$ cat config.mk
export PLATFORM = sky130hd
export DESIGN_NAME = rvr_ctrl
export DESIGN_NICKNAME = d
export VERILOG_FILES = /design/src/hw/rtl/rvr_pkg.sv /design/src/hw/rtl/rvr_ctrl.sv
export SDC_FILE = /design/constraint.sdc
export NUM_CORES = 1
export LEC_CHECK = 0
export BUFFER_PORTS_ARGS = -buffer_cell sky130_fd_sc_hd__buf_2
export CAP_MARGIN = 20
export CELL_PAD_IN_SITES_DETAIL_PLACEMENT = 2
export CELL_PAD_IN_SITES_GLOBAL_PLACEMENT = 2
export CORE_AREA = 10 10 47 49
export CTS_CLUSTER_DIAMETER = 60
export DETAILED_ROUTE_END_ITERATION = 6
export DIE_AREA = 0 0 57 59
export PLACE_DENSITY = 0.6
export REMOVE_ABC_BUFFERS = 1
export SYNTH_ARGS = -nofsm -noshare
export SYNTH_HDL_FRONTEND = slang
export SYNTH_SLANG_ARGS = --single-unit
$ cat constraint.sdc
create_clock -name clk_i -period 1.5 [get_ports clk_i]
set_clock_uncertainty 0.2 [all_clocks]
set_input_delay 0.225 -clock clk_i [delete_from_list [all_inputs] [get_ports clk_i]]
set_output_delay 0.225 -clock clk_i [all_outputs]
set_load 0.05 [all_outputs]
$ cat src/hw/rtl/rvr_pkg.sv
package rvr_pkg;

  // Fixed field widths
  localparam int VOLUME_W = 32;
  localparam int RATIO_W  = 32;
  localparam int STATUS_W = 2;
  localparam int PERIOD_W = 9;
  localparam int FRAC_W   = 16;

  // Parameter defaults
  localparam int MAX_PERIOD_DEF  = 256;
  localparam int SAMPLE_BITS_DEF = 32;

  // Reset value of the period register
  localparam logic [PERIOD_W-1:0] PERIOD_RST = 9'd20;

  // Result status codes
  localparam logic [STATUS_W-1:0] ST_OK  = 2'd0;
  localparam logic [STATUS_W-1:0] ST_SAT = 2'd1;
  localparam logic [STATUS_W-1:0] ST_ZZ  = 2'd2;
  localparam logic [STATUS_W-1:0] ST_NZ  = 2'd3;

  // Commands from the controller to the datapath
  typedef struct packed {
    logic load;      // input transfer: latch sample, product and slot, read old entry
    logic warm_upd;  // warm-up: store sample, grow the sum
    logic commit;    // replace oldest entry, classify, start division if needed
    logic out_load;  // move the result into the output register
  } rvr_cmd_t;

  // Status from the datapath to the controller
  typedef struct packed {
    logic warm;      // window not yet full
    logic direct;    // result known without division
    logic div_done;  // divider has finished
  } rvr_stat_t;

endpackage

$ cat src/hw/rtl/rvr_ctrl.sv
// Controller: sequences one item through read, update, division and output.
module rvr_ctrl (
  input  logic               clk_i,
  input  logic               rst_ni,
  input  logic               in_valid_i,
  output logic               in_ready_o,
  output logic               out_valid_o,
  input  logic               out_ready_i,
  input  rvr_pkg::rvr_stat_t stat_i,
  output rvr_pkg::rvr_cmd_t  cmd_o
);

  localparam logic [1:0] S_IDLE = 2'd0;
  localparam logic [1:0] S_READ = 2'd1;
  localparam logic [1:0] S_DIV  = 2'd2;
  localparam logic [1:0] S_OUT  = 2'd3;

  logic [1:0] state_q, state_d;
  logic       out_valid_q, out_valid_d;
  logic       out_free;

  assign out_free = !out_valid_q || out_ready_i;

  // Next state and commands
  always_comb begin
    state_d        = state_q;
    cmd_o          = '0;
    in_ready_o     = 1'b0;
    unique case (state_q)
      S_IDLE: begin
        in_ready_o = 1'b1;
        if (in_valid_i) begin
          cmd_o.load = 1'b1;
          state_d    = S_READ;
        end
      end
      S_READ: begin
        if (stat_i.warm) begin
          cmd_o.warm_upd = 1'b1;
          state_d        = S_IDLE;
        end else begin
          cmd_o.commit = 1'b1;
          state_d      = stat_i.direct ? S_OUT : S_DIV;
        end
      end
      S_DIV: begin
        if (stat_i.div_done) begin
          state_d = S_OUT;
        end
      end
      S_OUT: begin
        if (out_free) begin
          cmd_o.out_load = 1'b1;
          state_d        = S_IDLE;
        end
      end
      default: state_d = S_IDLE;
    endcase
  end

  // Output valid: set on load, cleared on transfer
  always_comb begin
    out_valid_d = out_valid_q;
    if (cmd_o.out_load) begin
      out_valid_d = 1'b1;
    end else if (out_ready_i) begin
      out_valid_d = 1'b0;
    end
  end

  always_ff @(posedge clk_i or negedge rst_ni) begin
    if (!rst_ni) begin
      state_q     <= S_IDLE;
      out_valid_q <= 1'b0;
    end else begin
      state_q     <= state_d;
      out_valid_q <= out_valid_d;
    end
  end

  assign out_valid_o = out_valid_q;

endmodule
After elaboration in Yosys (flattened, before gate mapping)
Cells that the tools add are included.
{"block": "word_totals", "register_bits": 3, "in_bits": 7, "out_inout_bits": 6, "wordCells": 29}
{"block": "op_classes", "n_eq_ne": 6, "muxes": 16, "reduce_logical": 5}
{"operator": "$mux W1", "n": 10}
{"operator": "$mux W2", "n": 5}
{"operator": "$pmux W2 S4", "n": 1}
{"operator": "$ne A2 B2 Y1 const B", "n": 3}
{"operator": "$eq A2 B2 Y1 const B", "n": 2}
{"operator": "$reduce_and A3 Y1", "n": 1}
{"operator": "$eq A2 B1 Y1 const B", "n": 1}
{"operator": "$logic_not A2 Y1", "n": 1}
{"operator": "$reduce_bool A2 Y1", "n": 1}
{"operator": "$logic_not A1 Y1", "n": 1}
{"operator": "$logic_or A1 B1 Y1", "n": 1}

Logic depth before layout (Yosys ltp)
{"block": "logic_depth", "word_depth": 5, "ltp_mapped": 3}

Worst setup path after synthesis
Ideal clock, no wire load.
{"block": "synth_path", "kind": "reg2out", "from": "register (tool-made name)", "to": "output cmd_o[3] in the netlist's numbering", "t_arrival_ns": 1.650, "required_time_ns": 1.075, "path_slack_ns": -0.575, "path_stages_with_launch": 3, "n_path_buf": 0, "path_cell_list": "dfrtp_1 > nor2_1 > and2_1"}
{"element": "end, declared", "line_no": "rvr_ctrl.sv:10", "source": "output rvr_pkg::rvr_cmd_t cmd_o"}

==> results summary <==
The flow ran to the end, but the final reports show violations. The final reports fail on negative setup slack. The number of buffer cells added on primary ports is 12. From synthesis to final layout, the design area changed by 133%.

The fraction of power spent switching nets came out at 49.5%. The library cell used most frequently in the layout, excluding fill and tap cells, is sky130_fd_sc_hd__buf_2. Setup repair after global routing could not meet its margin everywhere. Cell internal power was estimated by the tool at 0.000509 W. At the placement stage, the worst setup path has a slack of 103 ps. The routed design has 759 microns of wire. CTS built an H-tree with a depth of 1. The via-per-instance ratio is 4.02.

The top fanout value on the critical path is 7. The worst hold path belongs to the class in -> reg. The starting density of the core came out at 11.9%. After layout, the worst path uses 102% of the clock period.

The sum of negative setup slack is -37.3 ps. The start-to-end type of the worst setup path is reg -> out. Of the cells placed in the final design, the portion with a size suffix greater than 1 is 73.2%.

The number of top-level pins is 13. The post-route cell area is 388 sq um. The number of max-slew violations in the final report is 0. The CTS sink count came out at 3. For the pin with the worst max-slew slack, the measured transition is 255 ps. The max-capacitance violation count is 0. Summing over every cut layer, the via total after detailed routing is 229. The number of buffers added by the clock tree synthesis step is 3. The total net switching power came out at 0.000499 W. Registers are responsible for 20.4% of the overall power. The leakage dissipation came out at 0.190 nW. After clock tree synthesis, the clock-pin slew on the worst setup and hold paths is 40 ps.

After detailed routing, the number of remaining DRC violations is 0. The library cells used most frequently in the layout, excluding fill and tap cells, are sky130_fd_sc_hd__buf_2 (7), sky130_fd_sc_hd__buf_4 (6), sky130_fd_sc_hd__clkbuf_4 (3). The wire length of the first global-routing pass came out at 1.26 mm. The floorplan step set the die height to 59 microns. The via count of the first global-routing pass is 268.

The largest net degree at the start of global routing is 8. The floorplan step set the die width to 57 microns. The filler cell count came out at 172. The detailed placer's ending HPWL is 521 microns.

The proportion of synthesized chip area in sequential cells is 45.1%. The net count of the finished layout is 49. The clock passes through at most 2 buffers. The final hold violation count is 0. The number of antenna violations at the first check in global routing came out at 0.

Summing all flip-flop and latch instances after layout gives 77.6 sq um. The total power per unit cell area came out at 2600 nW/um^2. STA puts the critical path data arrival time at 1100 ps. In this run the cell area of the synthesized design comes to 166 sq um. The global-route congestion overflow total is 0.

In the final routed layout, each cell accounts on average for 13.3 microns. The share of power burned in combinational logic came out at 65.6%. Leaving out filler cells and counting taps, the final layout contains 57. The total iterations of the first detailed-routing run came out at 1. The number of cells in the design after placement is 47. The floorplan has 14 rows. The core region is 1400 sq um. The master cell of the clock root buffer is sky130_fd_sc_hd__clkbuf_4. The detail route stage leaves a number of antenna-violating nets equal to 0.

In this run, the number of DRC markers left after iteration 0 of detailed routing was 0. The critical path startpoint category is a register. The placer's final routability congestion estimate is 0.761.

The peak clock frequency supported by timing came out at 655 MHz. TritonCTS built the clock tree. Across all setup checks in the final design, the least slack found is -26.2 ps.

The total inserted antenna cells is 0. The global-route usage over all layers is 4.95%. The post-synthesis cell type count came out at 13.

The later pin in the worst-skew pair is clocked with a latency of 230 ps. Setup violations remaining at the end of the flow were counted as 3. The worst setup path is captured at an output pin. The portion of total power attributed to the clock network came out at 14.0%. In the final layout, the multi-input gates occupy 114 sq um. The synthesized instance count is 20. In this run, synthesis produced a sequential element count of 3. The shortest clock period the worst path allows after layout is 1530 ps.

For the worst setup path, the data required time is 1070 ps. The placed instance area came out at 239 sq um. The largest voltage drop on the vdd net came out at 730 uV. The worst slew margin relative to its limit came out at 83.1%. The die area came out at 3360 sq um. The post-synthesis area per instance came out at 8.32 sq um.

The number of warning messages in the yosys log came out at 0.
[cells in the mapped netlist]
master                     count  area (sq um)
sky130_fd_sc_hd__nor2_1        3          11.3
sky130_fd_sc_hd__nand3_1       1          5.00
sky130_fd_sc_hd__nor2b_1       1          6.26
sky130_fd_sc_hd__a22oi_1       1          7.51
sky130_fd_sc_hd__inv_1         2          7.51
sky130_fd_sc_hd__mux2i_1       1          10.0
sky130_fd_sc_hd__buf_4         1          7.51
sky130_fd_sc_hd__nor3_1        2          10.0
sky130_fd_sc_hd__nand2b_1      1          6.26
sky130_fd_sc_hd__and2_1        1          6.26
sky130_fd_sc_hd__a21oi_1       2          10.0
sky130_fd_sc_hd__nand2_1       1          3.75
sky130_fd_sc_hd__dfrtp_1       3          75.1
[through the flow]
| stage | hold slack, ps | util, % | power (W) |
|---|---|---|---|
| 2_1_floorplan | -271 | - | 0.000497 |
| 3_3_place_gp | -179 | 17.1 | 0.000600 |
| 3_5_place_dp | -174 | 17.1 | 0.000607 |
| 4_1_cts | 77.6 | 24.3 | 0.000908 |
| 5_1_grt | 90.7 | 27.7 | 0.00109 |
| 6_report | 76.8 | 27.7 | 0.00101 |
[cell families after synthesis]
logic type      synth area share, %
simple gates                   29.3
flops                          45.1
buf+inv                        9.03
mux                            6.02
compound gates                 10.5
[worst max-delay path: stages, from the launching register on]
cell and delay [ps]:
sky130_fd_sc_hd__dfrtp_2 460, sky130_fd_sc_hd__nor3_2 220, sky130_fd_sc_hd__buf_6 180
[power groups by stage]
stage	clock network (W)	registers (W)	logic, W
after floorplan	0	0.000212	0.000285
final	0.000141	0.000206	0.000661
after CTS	0.000148	0.000182	0.000577
after global routing	0.000158	0.000214	0.000720
after global placement	0	0.000173	0.000427
after detailed placement	0	0.000177	0.000430
[timing repair]
action | CTS | global route
buffers inserted | 4 | 1
endpoints found under the setup margin | 5 | 5
pin swaps | 3 | 2
hold buffers | 1 | 0
gates resized for setup | 13 | 11
endpoints found under the hold margin | 3 | 0
[final cells by class]
class / count / area share (%)
tap: 16 / 5.16
multi-input combinational: 14 / 29.4
inverter: 2 / 1.94
sequential: 3 / 20.0
clock buffer: 4 / 6.77
timing repair buffer: 18 / 36.8
[worst paths after layout]
kind / from / endpoint / slack [ps] / cells past startpoint
worst min-delay path: stat_i[1] / state_q[0] / 80 / 3
min in group asynchronous: rst_ni / out_valid_o / 120 / 2
worst max register to register: register / register / 30 / 7
worst max-delay path: register / cmd_o[1] / -30 / 2
worst min register to register: register / state_q[0] / 410 / 1
max in group asynchronous: rst_ni / state_q[0] / 870 / 2
[layer usage]
layer	track usage (%)	routed length, microns	part of all wire [%]
met1	5.16	284	37
met2	6.67	366	48
met3	4.72	107	14
met4	2.01	0	0
met5	0	0	0
(Power assumes the default switching activity.)
